<file path="src/rtl/fqks_pkg.sv">
// Shared types, constants and helpers for the record queue with kind partition.
package fqks_pkg;

  // Queue geometry
  localparam int QUEUE_DEPTH = 16;
  localparam int IDX_W       = $clog2(QUEUE_DEPTH);
  localparam int CNT_W       = $clog2(QUEUE_DEPTH + 1);

  // Prize total: output width and internal accumulator width
  localparam int TOT_W = 20;
  localparam int SUM_W = (16 + CNT_W > TOT_W + 1) ? 16 + CNT_W : TOT_W + 1;
  localparam logic signed [SUM_W-1:0] TOT_MAX = SUM_W'((64'sd1 <<< (TOT_W - 1)) - 64'sd1);
  localparam logic signed [SUM_W-1:0] TOT_MIN = -SUM_W'(64'sd1 <<< (TOT_W - 1));

  typedef enum logic [2:0] {
    ACT_ENQ  = 3'd0,
    ACT_DEQ  = 3'd1,
    ACT_CLR  = 3'd2,
    ACT_PEEK = 3'd3,
    ACT_SUM  = 3'd4
  } action_t;

  typedef enum logic [1:0] {
    ST_OK    = 2'd0,
    ST_EMPTY = 2'd1,
    ST_FULL  = 2'd2
  } status_t;

  // One stored record
  typedef struct packed {
    logic        [31:0] name_tag;
    logic signed [15:0] prize;
    logic        [7:0]  kind;
    logic        [15:0] duration;
  } rec_t;

  localparam int REC_W = $bits(rec_t);

  // Request from the sequencer to the two record banks
  typedef struct packed {
    logic             we;
    logic             wbank;
    logic [IDX_W-1:0] waddr;
    rec_t             wdata;
    logic             rbank;
    logic [IDX_W-1:0] raddr;
  } mem_req_t;

  // Circular slot: base plus offset, wrapped at the queue depth
  function automatic logic [IDX_W-1:0] slot_at(logic [IDX_W-1:0] base,
                                               logic [IDX_W-1:0] off);
    logic [IDX_W:0] s;
    s = {1'b0, base} + {1'b0, off};
    if (s >= (IDX_W + 1)'(QUEUE_DEPTH)) begin
      s = s - (IDX_W + 1)'(QUEUE_DEPTH);
    end
    return s[IDX_W-1:0];
  endfunction

endpackage

</file>
<file path="src/rtl/fqks_ram.sv">
// Generic single-write, single-read RAM with registered read data.
module fqks_ram #(
  parameter int WIDTH = 8,
  parameter int DEPTH = 16,
  parameter int AW    = $clog2(DEPTH)
) (
  input  logic             clk,
  input  logic             we,
  input  logic [AW-1:0]    waddr,
  input  logic [WIDTH-1:0] wdata,
  input  logic [AW-1:0]    raddr,
  output logic [WIDTH-1:0] rdata
);

  logic [WIDTH-1:0] mem [DEPTH];

  always_ff @(posedge clk) begin
    if (we) begin
      mem[waddr] <= wdata;
    end
    rdata <= mem[raddr];
  end

endmodule

</file>
<file path="src/rtl/fqks_ctrl.sv">
// Sequencer: queue pointers, shared compare/add unit for the partition scan, result register.
module fqks_ctrl import fqks_pkg::*; (
  input  logic                    clk,
  input  logic                    rst,
  input  logic                    in_valid,
  output logic                    in_ready,
  input  logic [2:0]              action,
  input  rec_t                    in_rec,
  input  logic [7:0]              query_kind,
  output mem_req_t                req,
  input  rec_t                    rdata,
  output logic                    out_valid,
  input  logic                    out_ready,
  output logic [1:0]              status,
  output rec_t                    out_rec,
  output logic signed [TOT_W-1:0] prize_total
);

  typedef enum logic [1:0] {S_IDLE, S_READ, S_SCAN, S_FINISH} state_t;

  state_t                  state;
  logic [IDX_W-1:0]        head;
  logic [CNT_W-1:0]        count;
  logic                    bank;
  logic                    is_deq;
  logic [7:0]              query;
  logic [CNT_W-1:0]        idx;
  logic [CNT_W-1:0]        fill;
  logic                    pass;
  logic                    issue;
  logic                    p_vld;
  logic                    p_pass;
  logic signed [SUM_W-1:0] total;

  logic                    out_free;
  logic                    accept;
  logic                    full;
  logic                    empty;
  logic                    match;
  logic                    keep;
  logic                    last_idx;
  logic signed [TOT_W-1:0] sat_total;

  // Handshake and queue flags
  assign out_free = !out_valid || out_ready;
  assign in_ready = (state == S_IDLE) && out_free;
  assign accept   = in_valid && in_ready;
  assign full     = (count == CNT_W'(QUEUE_DEPTH));
  assign empty    = (count == '0);

  // Shared compare on the beat returning from the current bank
  assign match    = (rdata.kind == query);
  assign keep     = p_vld && (match == !p_pass);
  assign last_idx = (idx == count - CNT_W'(1));

  // Clamp the total to the output range
  always_comb begin
    if (total > TOT_MAX) begin
      sat_total = TOT_MAX[TOT_W-1:0];
    end else if (total < TOT_MIN) begin
      sat_total = TOT_MIN[TOT_W-1:0];
    end else begin
      sat_total = total[TOT_W-1:0];
    end
  end

  // Bank requests: enqueue writes the current bank, the scan fills the other one
  always_comb begin
    req.we    = 1'b0;
    req.wbank = bank;
    req.waddr = slot_at(head, count[IDX_W-1:0]);
    req.wdata = in_rec;
    req.rbank = bank;
    req.raddr = (state == S_SCAN) ? slot_at(head, idx[IDX_W-1:0]) : head;
    if (state == S_IDLE && accept && action == ACT_ENQ && !full) begin
      req.we = 1'b1;
    end
    if (state == S_SCAN && keep) begin
      req.we    = 1'b1;
      req.wbank = !bank;
      req.waddr = slot_at(head, fill[IDX_W-1:0]);
      req.wdata = rdata;
    end
  end

  // Sequencer state and result register
  always_ff @(posedge clk) begin
    if (rst) begin
      state     <= S_IDLE;
      head      <= '0;
      count     <= '0;
      bank      <= 1'b0;
      out_valid <= 1'b0;
      issue     <= 1'b0;
      p_vld     <= 1'b0;
    end else begin
      if (out_valid && out_ready) begin
        out_valid <= 1'b0;
      end
      unique case (state)
        S_IDLE: begin
          if (accept) begin
            status      <= ST_OK;
            out_rec     <= '0;
            prize_total <= '0;
            unique case (action_t'(action)) inside
              ACT_ENQ: begin
                out_valid <= 1'b1;
                if (full) begin
                  status <= ST_FULL;
                end else begin
                  count <= count + CNT_W'(1);
                end
              end
              ACT_DEQ, ACT_PEEK: begin
                if (empty) begin
                  out_valid <= 1'b1;
                  status    <= ST_EMPTY;
                end else begin
                  is_deq <= (action == ACT_DEQ);
                  state  <= S_READ;
                end
              end
              ACT_CLR: begin
                out_valid <= 1'b1;
                head      <= '0;
                count     <= '0;
              end
              ACT_SUM: begin
                if (empty) begin
                  out_valid <= 1'b1;
                end else begin
                  query <= query_kind;
                  idx   <= '0;
                  fill  <= '0;
                  pass  <= 1'b0;
                  issue <= 1'b1;
                  total <= '0;
                  state <= S_SCAN;
                end
              end
              default: begin
                out_valid <= 1'b1;
              end
            endcase
          end
        end
        S_READ: begin
          // front record is on the read port
          if (out_free) begin
            out_valid <= 1'b1;
            status    <= ST_OK;
            out_rec   <= rdata;
            if (is_deq) begin
              head  <= slot_at(head, IDX_W'(1));
              count <= count - CNT_W'(1);
            end
            state <= S_IDLE;
          end
        end
        S_SCAN: begin
          // two passes: matching records first, then the rest
          p_vld  <= issue;
          p_pass <= pass;
          if (issue) begin
            if (last_idx) begin
              if (pass) begin
                issue <= 1'b0;
              end else begin
                pass <= 1'b1;
                idx  <= '0;
              end
            end else begin
              idx <= idx + CNT_W'(1);
            end
          end
          if (keep) begin
            fill <= fill + CNT_W'(1);
            if (!p_pass) begin
              total <= total + SUM_W'($signed(rdata.prize));
            end
          end
          if (!issue && !p_vld) begin
            state <= S_FINISH;
          end
        end
        S_FINISH: begin
          if (out_free) begin
            out_valid   <= 1'b1;
            status      <= ST_OK;
            out_rec     <= '0;
            prize_total <= sat_total;
            bank        <= !bank;
            state       <= S_IDLE;
          end
        end
        default: begin
          state <= S_IDLE;
        end
      endcase
    end
  end

endmodule

</file>
<file path="src/rtl/fifo_queue_with_kind_partition_sum.sv">
// Record queue with kind partition and prize sum: two record banks and the sequencer.
// Enqueue, clear, unknown action and empty errors give their result straight from the idle state;
// dequeue and peek go through one registered bank read of the front slot.
// Prize sum (result straight from idle on an empty queue): two scan passes over the single
// bank read port copy the partition into the other bank, then the banks swap.
// One item at a time: the next beat is taken once the sequencer is idle and the result slot free.
// Synchronous reset empties the queue (head and count zero); bank contents are left as they are.
module fifo_queue_with_kind_partition_sum import fqks_pkg::*; (
  input  logic                    clk,
  input  logic                    rst,
  input  logic                    in_valid,
  output logic                    in_ready,
  input  logic [2:0]              action,
  input  logic [31:0]             name_tag,
  input  logic signed [15:0]      prize,
  input  logic [7:0]              kind,
  input  logic [15:0]             duration,
  input  logic [7:0]              query_kind,
  output logic                    out_valid,
  input  logic                    out_ready,
  output logic [1:0]              status,
  output logic [31:0]             out_name_tag,
  output logic signed [15:0]      out_prize,
  output logic [7:0]              out_kind,
  output logic [15:0]             out_duration,
  output logic signed [TOT_W-1:0] prize_total
);

  mem_req_t         req;
  rec_t             in_rec;
  rec_t             out_rec;
  rec_t             rdata;
  logic [REC_W-1:0] rd0;
  logic [REC_W-1:0] rd1;

  // Pack the input record
  assign in_rec.name_tag = name_tag;
  assign in_rec.prize    = prize;
  assign in_rec.kind     = kind;
  assign in_rec.duration = duration;

  // Record banks: one holds the queue, the other takes the partitioned copy
  fqks_ram #(.WIDTH(REC_W), .DEPTH(QUEUE_DEPTH)) u_bank0 (
    .clk   (clk),
    .we    (req.we && !req.wbank),
    .waddr (req.waddr),
    .wdata (req.wdata),
    .raddr (req.raddr),
    .rdata (rd0)
  );

  fqks_ram #(.WIDTH(REC_W), .DEPTH(QUEUE_DEPTH)) u_bank1 (
    .clk   (clk),
    .we    (req.we && req.wbank),
    .waddr (req.waddr),
    .wdata (req.wdata),
    .raddr (req.raddr),
    .rdata (rd1)
  );

  // Read data from the current bank
  assign rdata = req.rbank ? rec_t'(rd1) : rec_t'(rd0);

  fqks_ctrl u_ctrl (
    .clk         (clk),
    .rst         (rst),
    .in_valid    (in_valid),
    .in_ready    (in_ready),
    .action      (action),
    .in_rec      (in_rec),
    .query_kind  (query_kind),
    .req         (req),
    .rdata       (rdata),
    .out_valid   (out_valid),
    .out_ready   (out_ready),
    .status      (status),
    .out_rec     (out_rec),
    .prize_total (prize_total)
  );

  // Unpack the result record
  assign out_name_tag = out_rec.name_tag;
  assign out_prize    = out_rec.prize;
  assign out_kind     = out_rec.kind;
  assign out_duration = out_rec.duration;

endmodule
</file>
<file path="config.mk">
export PLATFORM = sky130hd
export DESIGN_NAME = fifo_queue_with_kind_partition_sum
export DESIGN_NICKNAME = d
export VERILOG_FILES = /design/src/rtl/fqks_pkg.sv /design/src/rtl/fqks_ram.sv /design/src/rtl/fqks_ctrl.sv /design/src/rtl/fifo_queue_with_kind_partition_sum.sv
export SDC_FILE = /design/constraint.sdc
export NUM_CORES = 2
export LEC_CHECK = 0
export BUFFER_PORTS_ARGS = -buffer_cell sky130_fd_sc_hd__buf_2
export CAP_MARGIN = 5
export CORE_UTILIZATION = 40
export DETAILED_ROUTE_END_ITERATION = 8
export SETUP_SLACK_MARGIN = 0.3
export SLEW_MARGIN = 15
export SYNTH_ARGS = -nofsm -noshare
export SYNTH_HDL_FRONTEND = slang
export SYNTH_SLANG_ARGS = --single-unit
</file>
<file path="constraint.sdc">
create_clock -name clk -period 26.8 [get_ports clk]
set_clock_uncertainty 0.2 [all_clocks]
set_input_delay 0 -clock clk [delete_from_list [all_inputs] [get_ports clk]]
set_output_delay 0 -clock clk [all_outputs]
set_load 0.02 [all_outputs]
</file>
After elaboration in Yosys (flattened, before gate mapping) --
Memories as Yosys holds them, arrays and structs flattened. A register that Yosys moved wholly into a read port is not among the register bits. Cells that the tools add are included.
Word-level totals: register bits 151, RAM bits 2304, input port bits 87, word-level logic and storage cells 196, memories 2
Operators by class: add/subtract/negate cells 13, $lt $le $gt $ge 6, equal/unequal tests 30, multiplexer cells 78, bitwise logic cells 2, reduce and logical (&&, ||, !) cells 45
Memories:
- u_bank0.mem | depth 16, bits a word 72, rd ports 1, clocked after memory_dff 1, write ports 1, RTL line fqks_ram.sv:15 | logic [WIDTH-1:0] mem [DEPTH];
- u_bank1.mem | depth 16, bits a word 72, rd ports 1, clocked after memory_dff 1, write ports 1, RTL line fqks_ram.sv:15
Operator list (number):
- 72-bit 2-to-1 mux | 4
- 72-bit one-hot mux with 3 select lines | 1
- 21-bit 2-to-1 mux | 5
- 20-bit 2-to-1 mux | 4
- 78-bit 2-to-1 mux | 1
- 5-bit 2-to-1 mux | 11
- 21-bit one-hot mux with 2 select lines | 1
- 20-bit one-hot mux with 2 select lines | 1
- 5-bit one-hot mux with 2 select lines | 4
- 4-bit 2-to-1 mux | 9
- 1-bit 2-to-1 mux | 22
- 21-bit by 16-bit adder with 21-bit output | 1
- 21-bit by 20-bit greater-than comparator with 1-bit output (second input constant) | 1
- 21-bit by 20-bit < comparator with 1-bit output (second input constant) | 1
- 7-bit AND reduction | 3
- 5-bit >= comparator (second input constant) | 4
- 5-bit AND reduction | 4
- 3-bit != test (second input constant) | 6
- 6-bit AND reduction | 3
- 2-bit by 1-bit != test with 1-bit output (second input constant) | 8
- 4-bit by 1-bit subtractor with 4-bit output (second input constant) | 4
- 4-bit by 4-bit adder with 5-bit output | 3
- 5-bit by 1-bit adder with 5-bit output (second input constant) | 3
- 2-bit 2-to-1 mux | 7
- other kinds (29) | 63

Logic depth before layout (Yosys ltp) --
word-level depth 13, gate-level depth with buffers 17, mapped depth without buffers 12

By module --
A second synthesis with hierarchy kept.
Second synthesis, totals: cells, all modules 4509, area total of the unflattened synthesis 98756.0 µm²
Modules (own cells, without submodules):
- fqks_ram at u_bank1 | times used 1, cells each 1850, area an instance 44552.7 µm², sequential area each 36034.6 µm²
- fqks_ram at u_bank0 | times used 1, cells each 1850, area an instance 44550.2 µm², sequential area each 36034.6 µm²
- fqks_ctrl | times used 1, cells each 727, area an instance 8415.6 µm², sequential area each 4354.2 µm²
- fifo_queue_with_kind_partition_sum | times used 1, cells each 82, area an instance 1237.4 µm², sequential area each 0.0 µm²

Worst setup path before layout --
Ideal clock, no wire load.
path kind register -> register, start register u_ctrl.bank, end memory u_bank0.mem[4][0] in the netlist's numbering (enable), setup time 0.679 ns, arrival 10.289 ns, slack 15.632 ns, cell stages (with the launch flop) 18, path buffers 5, period minus slack after synthesis 11.168 ns, cells stage by stage dfxtp_1 > buf_2 > buf_6 > mux2i_1 > xnor2_1 > nor4_4 > a211oi_1 > nor2_1 > buf_4 > buf_6 > mux2_1 > ha_1 > a21oi_1 > nand2_1 > xnor2_1 > a21oi_2 > buf_2 > nor4_1
Between the ends: longest elaborated chain between the ends 10, elaborated cells between the ends (all ways) 11
Ends and longest elaborated chain:
- from (decl) | RTL line fqks_ctrl.sv:24 | logic bank;
- from (signal assigned) | RTL line fqks_ctrl.sv:193 | bank <= !bank;
- 72-bit 2-to-1 mux | RTL line fifo_queue_with_kind_partition_sum.sv:62 | assign rdata = req.rbank ? rec_t'(rd1) : rec_t'(rd0);
- 8-bit equality test | RTL line fqks_ctrl.sv:52 | assign match = (rdata.kind == query);
- 1-bit equality test | RTL line fqks_ctrl.sv:53 | assign keep = p_vld && (match == !p_pass);
- 1-bit logical AND | RTL line fqks_ctrl.sv:53
- 1-bit logical AND | RTL line fqks_ctrl.sv:78 | if (state == S_SCAN && keep) begin
- 78-bit 2-to-1 mux (*) | RTL line fqks_ctrl.sv:78
- 1-bit logical NOT | RTL line fifo_queue_with_kind_partition_sum.sv:45 | .we (req.we && !req.wbank),
- 1-bit logical AND | RTL line fifo_queue_with_kind_partition_sum.sv:45
- 1-bit 2-to-1 mux | RTL line fqks_ram.sv:18 | if (we) begin
- 1-bit 2-to-1 mux (implied by the code) | RTL line fqks_ram.sv:19 | mem[waddr] <= wdata;
- to (decl) | RTL line fqks_ram.sv:15
Mark *: on every way between the ends. The rest lies on a longest branch, timed or not.

Final worst setup path --
start register u_ctrl.bank, end memory u_bank1.mem[10][62] in the netlist's numbering (enable)
Between the ends: longest elaborated chain between the ends 9, elaborated cells between the ends (all ways) 10
Ends and longest elaborated chain:
- 72-bit 2-to-1 mux | RTL line fifo_queue_with_kind_partition_sum.sv:62
- 8-bit equality test | RTL line fqks_ctrl.sv:52
- 1-bit equality test | RTL line fqks_ctrl.sv:53
- 1-bit logical AND | RTL line fqks_ctrl.sv:53
- 1-bit logical AND | RTL line fqks_ctrl.sv:78
- 78-bit 2-to-1 mux (*) | RTL line fqks_ctrl.sv:78
- 1-bit logical AND | RTL line fifo_queue_with_kind_partition_sum.sv:54 | .we (req.we && req.wbank),
- 1-bit 2-to-1 mux | RTL line fqks_ram.sv:18
- 1-bit 2-to-1 mux (implied by the code) | RTL line fqks_ram.sv:19
- to (decl) | RTL line fqks_ram.sv:15
Marks and branches as above.

==> impl_metrics.env <==
export IMPL_slew_headroom_pct=14.0
export IMPL_cts_root_buf="clkbuf_16"
export IMPL_syn_area_sq_um=99500
export IMPL_stdcell_area_sq_um=115000
export IMPL_max_freq_mhz=127
export IMPL_whs_path_depth=5
export IMPL_final_fill_count=20500
export IMPL_die_w_um=501
export IMPL_arrival_ns=8.21
export IMPL_dp_hpwl_um=140000
export IMPL_cts_buffer_depth=4
export IMPL_max_vdd_ir_drop_mv=0.0716
export IMPL_syn_inst=5144
export IMPL_die_area_sq_um=251000
export IMPL_swShare_pct=20.0
export IMPL_htree_levels=5
export IMPL_routed_via_density=5.62
export IMPL_synth_cell_types=63
export IMPL_gr_total_overflow=0
export IMPL_start_kind="flop"
export IMPL_hold_class="input pin to flop"
export IMPL_firstDrtPassIters=5
export IMPL_yosys_register_bits=2598
export IMPL_async_flop_share_pct=0
export IMPL_nets=5743
export IMPL_p_switching_mw=1.70
export IMPL_syn_num_nets=5266
export IMPL_cp_max_fo=55
export IMPL_place_area_sq_um=105000
export IMPL_hold_violations=0
export IMPL_post_cts_resized=0
export IMPL_clkTransAtPathRegs_ns=0.06
export IMPL_cellPowerDensity_nw_per_um2=73.5
export IMPL_io_pins=183
export IMPL_area_growth_syn_to_layout_pct=16.1
export IMPL_setup_viol=0
export IMPL_rrSetupSlack_ns=18.91
export IMPL_crit_path_end_kind="flop"
export IMPL_route_detailed_wl_per_inst_um=27.7
export IMPL_tightest_slew_ns=1.28
export IMPL_grt_usage_pct=20.1
export IMPL_place_gp_congestion=0.793
export IMPL_r2r_cells=16
export IMPL_drive_gt1_share_pct=23.5
export IMPL_numPortBuffers=182
export IMPL_intPower_mw=6.79
export IMPL_first_iter_violations=5370
export IMPL_yosys_warnings=0
export IMPL_crit_type="flop to flop"
export IMPL_leakage_nw=37.2
export IMPL_fin_crit_sh_pct=29.5
export IMPL_maxSlewViolCount=0
export IMPL_grt_start_max_net_pins=116
export IMPL_clkPwrFrac_pct=44.7
export IMPL_seq_power_share_pct=52.6
export IMPL_layout_min_cycle_time_ns=7.89
export IMPL_comb_power_share_pct=2.6
export IMPL_clkSinkCount=2598
export IMPL_final_antenna_net_count=0
export IMPL_grt_antenna_before_repair=14
export IMPL_cts_buffers=287
export IMPL_rsz0062_at_grt="no"
export IMPL_worstPathRequired_ns=27.12
export IMPL_vias=51400
export IMPL_core_area_sq_um=247000
export IMPL_initial_utilization_pct=40.3
export IMPL_fin_ws_ns=18.91
export IMPL_drt_wl_total_um=253000
export IMPL_avgSynthCellArea_sq_um=19.3
export IMPL_setup_tns_ns=0
export IMPL_grt_pass1_vias=51600
export IMPL_run_status="finished clean"
export IMPL_yosysSeqAreaShare_pct=76.8
export IMPL_drcViolationCount=0
export IMPL_grt_pass1_wl_um=366000
export IMPL_drv_cap=0
export IMPL_synth_ff_type="edfxtp_1"
export IMPL_cts_tree="done"
export IMPL_synth_edff_count=2439
export IMPL_dp_slack_ns=18.86
export IMPL_num_rows=182
export IMPL_clock_latency_ns=0.95
export IMPL_dieHeight_um=501
[layout by cell type, fill, tap and decap left out, types with 7 or more instances in the layout]
cell,n
nor2b_1,40
mux4_2,524
nor2_1,131
a211oi_4,16
a211oi_1,158
o21ai_0,36
o21ai_4,10
a21oi_1,37
edfxtp_1,2439
clkbuf_1,79
clkbuf_8,25
inv_1,40
ha_1,32
clkinv_2,33
a21o_1,9
nand2_1,521
a31oi_1,139
xor2_1,13
clkinvlp_4,7
bufinv_16,17
a311oi_1,52
buf_4,186
xnor2_1,23
mux2i_1,80
nand3_1,52
buf_12,8
dlygate4sd3_1,109
o21ai_2,18
o21a_1,29
buf_2,182
clkinv_1,28
o21ai_1,51
nand2b_1,9
and2_1,123
clkbuf_16,297
nor4_2,15
nor3_1,16
dfxtp_1,158
[sequential cells by signal (all words and copies together), names as in the netlist, 2 cells and up]
signal / cells
u_bank0.mem: 1152
u_bank0.rdata: 72
u_bank1.mem: 1152
u_bank1.rdata: 72
u_ctrl.count: 5
u_ctrl.fill: 4
u_ctrl.head: 4
u_ctrl.idx: 5
u_ctrl.out_rec: 72
u_ctrl.prize_total: 20
u_ctrl.query: 8
u_ctrl.state: 2
u_ctrl.status: 2
u_ctrl.total: 21
[cells by family after synthesis]
| group | after synthesis | synth area share, % |
|---|---|---|
| compound gates | 578 | 3.90 |
| fa+ha+maj | 35 | 0.463 |
| buf+inv | 338 | 1.43 |
| flops | 2598 | 76.8 |
| simple gates | 945 | 4.28 |
| mux | 611 | 12.8 |
| xor+xnor | 39 | 0.343 |
[metal layers]
metal,up-vias,GRT usage [%],wire length (um)
li1,21700,-,-
met5,-,0,24
met4,4,4.75,4830
met3,340,4.70,22200
met1,27300,29.7,112000
met2,2022,30.2,114000
[worst paths after layout]
path / start / endpoint
worst max register to register: u_ctrl.bank$_SDFFE_PP0P_ / u_bank1.mem[10][62]$_DFFE_PP_
worst min register to register: u_ctrl.pass$_DFFE_PP_ / u_ctrl.p_pass$_DFFE_PP_
worst max-delay path: u_ctrl.bank$_SDFFE_PP0P_ / u_bank1.mem[10][62]$_DFFE_PP_
worst min-delay path: name_tag[11] / u_bank1.mem[5][51]$_DFFE_PP_
[power by group through the flow]
| stage | clock network (mW) | registers, mW | logic [mW] |
|---|---|---|---|
| after global routing | 4.01 | 4.47 | 0.243 |
| after CTS | 3.86 | 4.47 | 0.227 |
| after global placement | 0 | 4.55 | 0.209 |
| after floorplan | 0 | 4.56 | 0.109 |
| after detailed placement | 0 | 4.55 | 0.214 |
| final | 3.79 | 4.47 | 0.224 |
[final cells by class]
cell class / instances / area [sq um] / area share [%]
Sequential cell: 2598 / 76400 / 66.2
Multi-Input combinational cell: 2208 / 22200 / 19.2
Clock buffer: 401 / 8070 / 6.99
Tap cell: 3312 / 4140 / 3.59
Timing Repair Buffer: 485 / 3560 / 3.08
Clock inverter: 92 / 916 / 0.793
Inverter: 41 / 154 / 0.133
Antenna cell: 6 / 15.0 / 0.0130
[cells in the mapped netlist (all sizes together), types with 3 or more instances]
library cell / count / area, sq um
nand2b: 10 / 62.6
edfxtp: 2439 / 73200
nor4: 25 / 199
or3: 5 / 31.3
a211o: 3 / 26.3
o21a: 29 / 218
clkbuf: 174 / 653
o211ai: 3 / 22.5
a211oi: 174 / 1320
nor3: 19 / 105
a21oi: 39 / 203
nor2: 133 / 499
buf: 123 / 614
a21o: 9 / 67.6
a311oi: 52 / 455
dfxtp: 159 / 3180
nor3b: 3 / 22.5
nand2: 521 / 1960
xor2: 14 / 123
o21ai: 115 / 583
and2: 123 / 769
nand3: 53 / 270
mux2: 4 / 45.0
nor2b: 40 / 250
nand4: 3 / 18.8
mux2i: 83 / 851
inv: 41 / 154
fa: 3 / 60.1
and3: 5 / 31.3
a31oi: 139 / 870
xnor2: 25 / 219
mux4: 524 / 11800
ha: 32 / 400
[critical path, cell delays in order (launching register included)]
cell,delay [ns]
dfxtp_4,0.59
buf_4,0.72
mux2i_1,0.46
xnor2_1,0.16
nor4_4,0.35
a211oi_1,0.24
nor2_4,0.24
buf_4,0.61
mux2_1,0.42
ha_1,0.36
a21oi_1,0.16
nand2_1,0.12
xnor2_1,0.26
nand3_2,0.74
a211oi_4,0.46
buf_4,0.50
buf_4,0.70
[per-stage QoR]
stage	instances	power (mW)	hold WS [ns]	utilization, %
3_3_place_gp	8535	4.76	-0.0166	42.7
2_1_floorplan	5144	4.67	-0.101	-
5_1_grt	9139	8.71	0.0615	46.8
3_5_place_dp	8535	4.76	-0.0201	42.7
4_1_cts	9137	8.55	0.00345	46.8
6_report	9143	8.48	0.0517	46.8
[what timing repair did]
| item | CTS | global route |
|---|---|---|
| buffers inserted | 0 | 0 |
| hold buffers | 109 | 0 |
| hold endpoints to repair | 2401 | 0 |
Note: power is estimated with default switching activity, not from simulation.
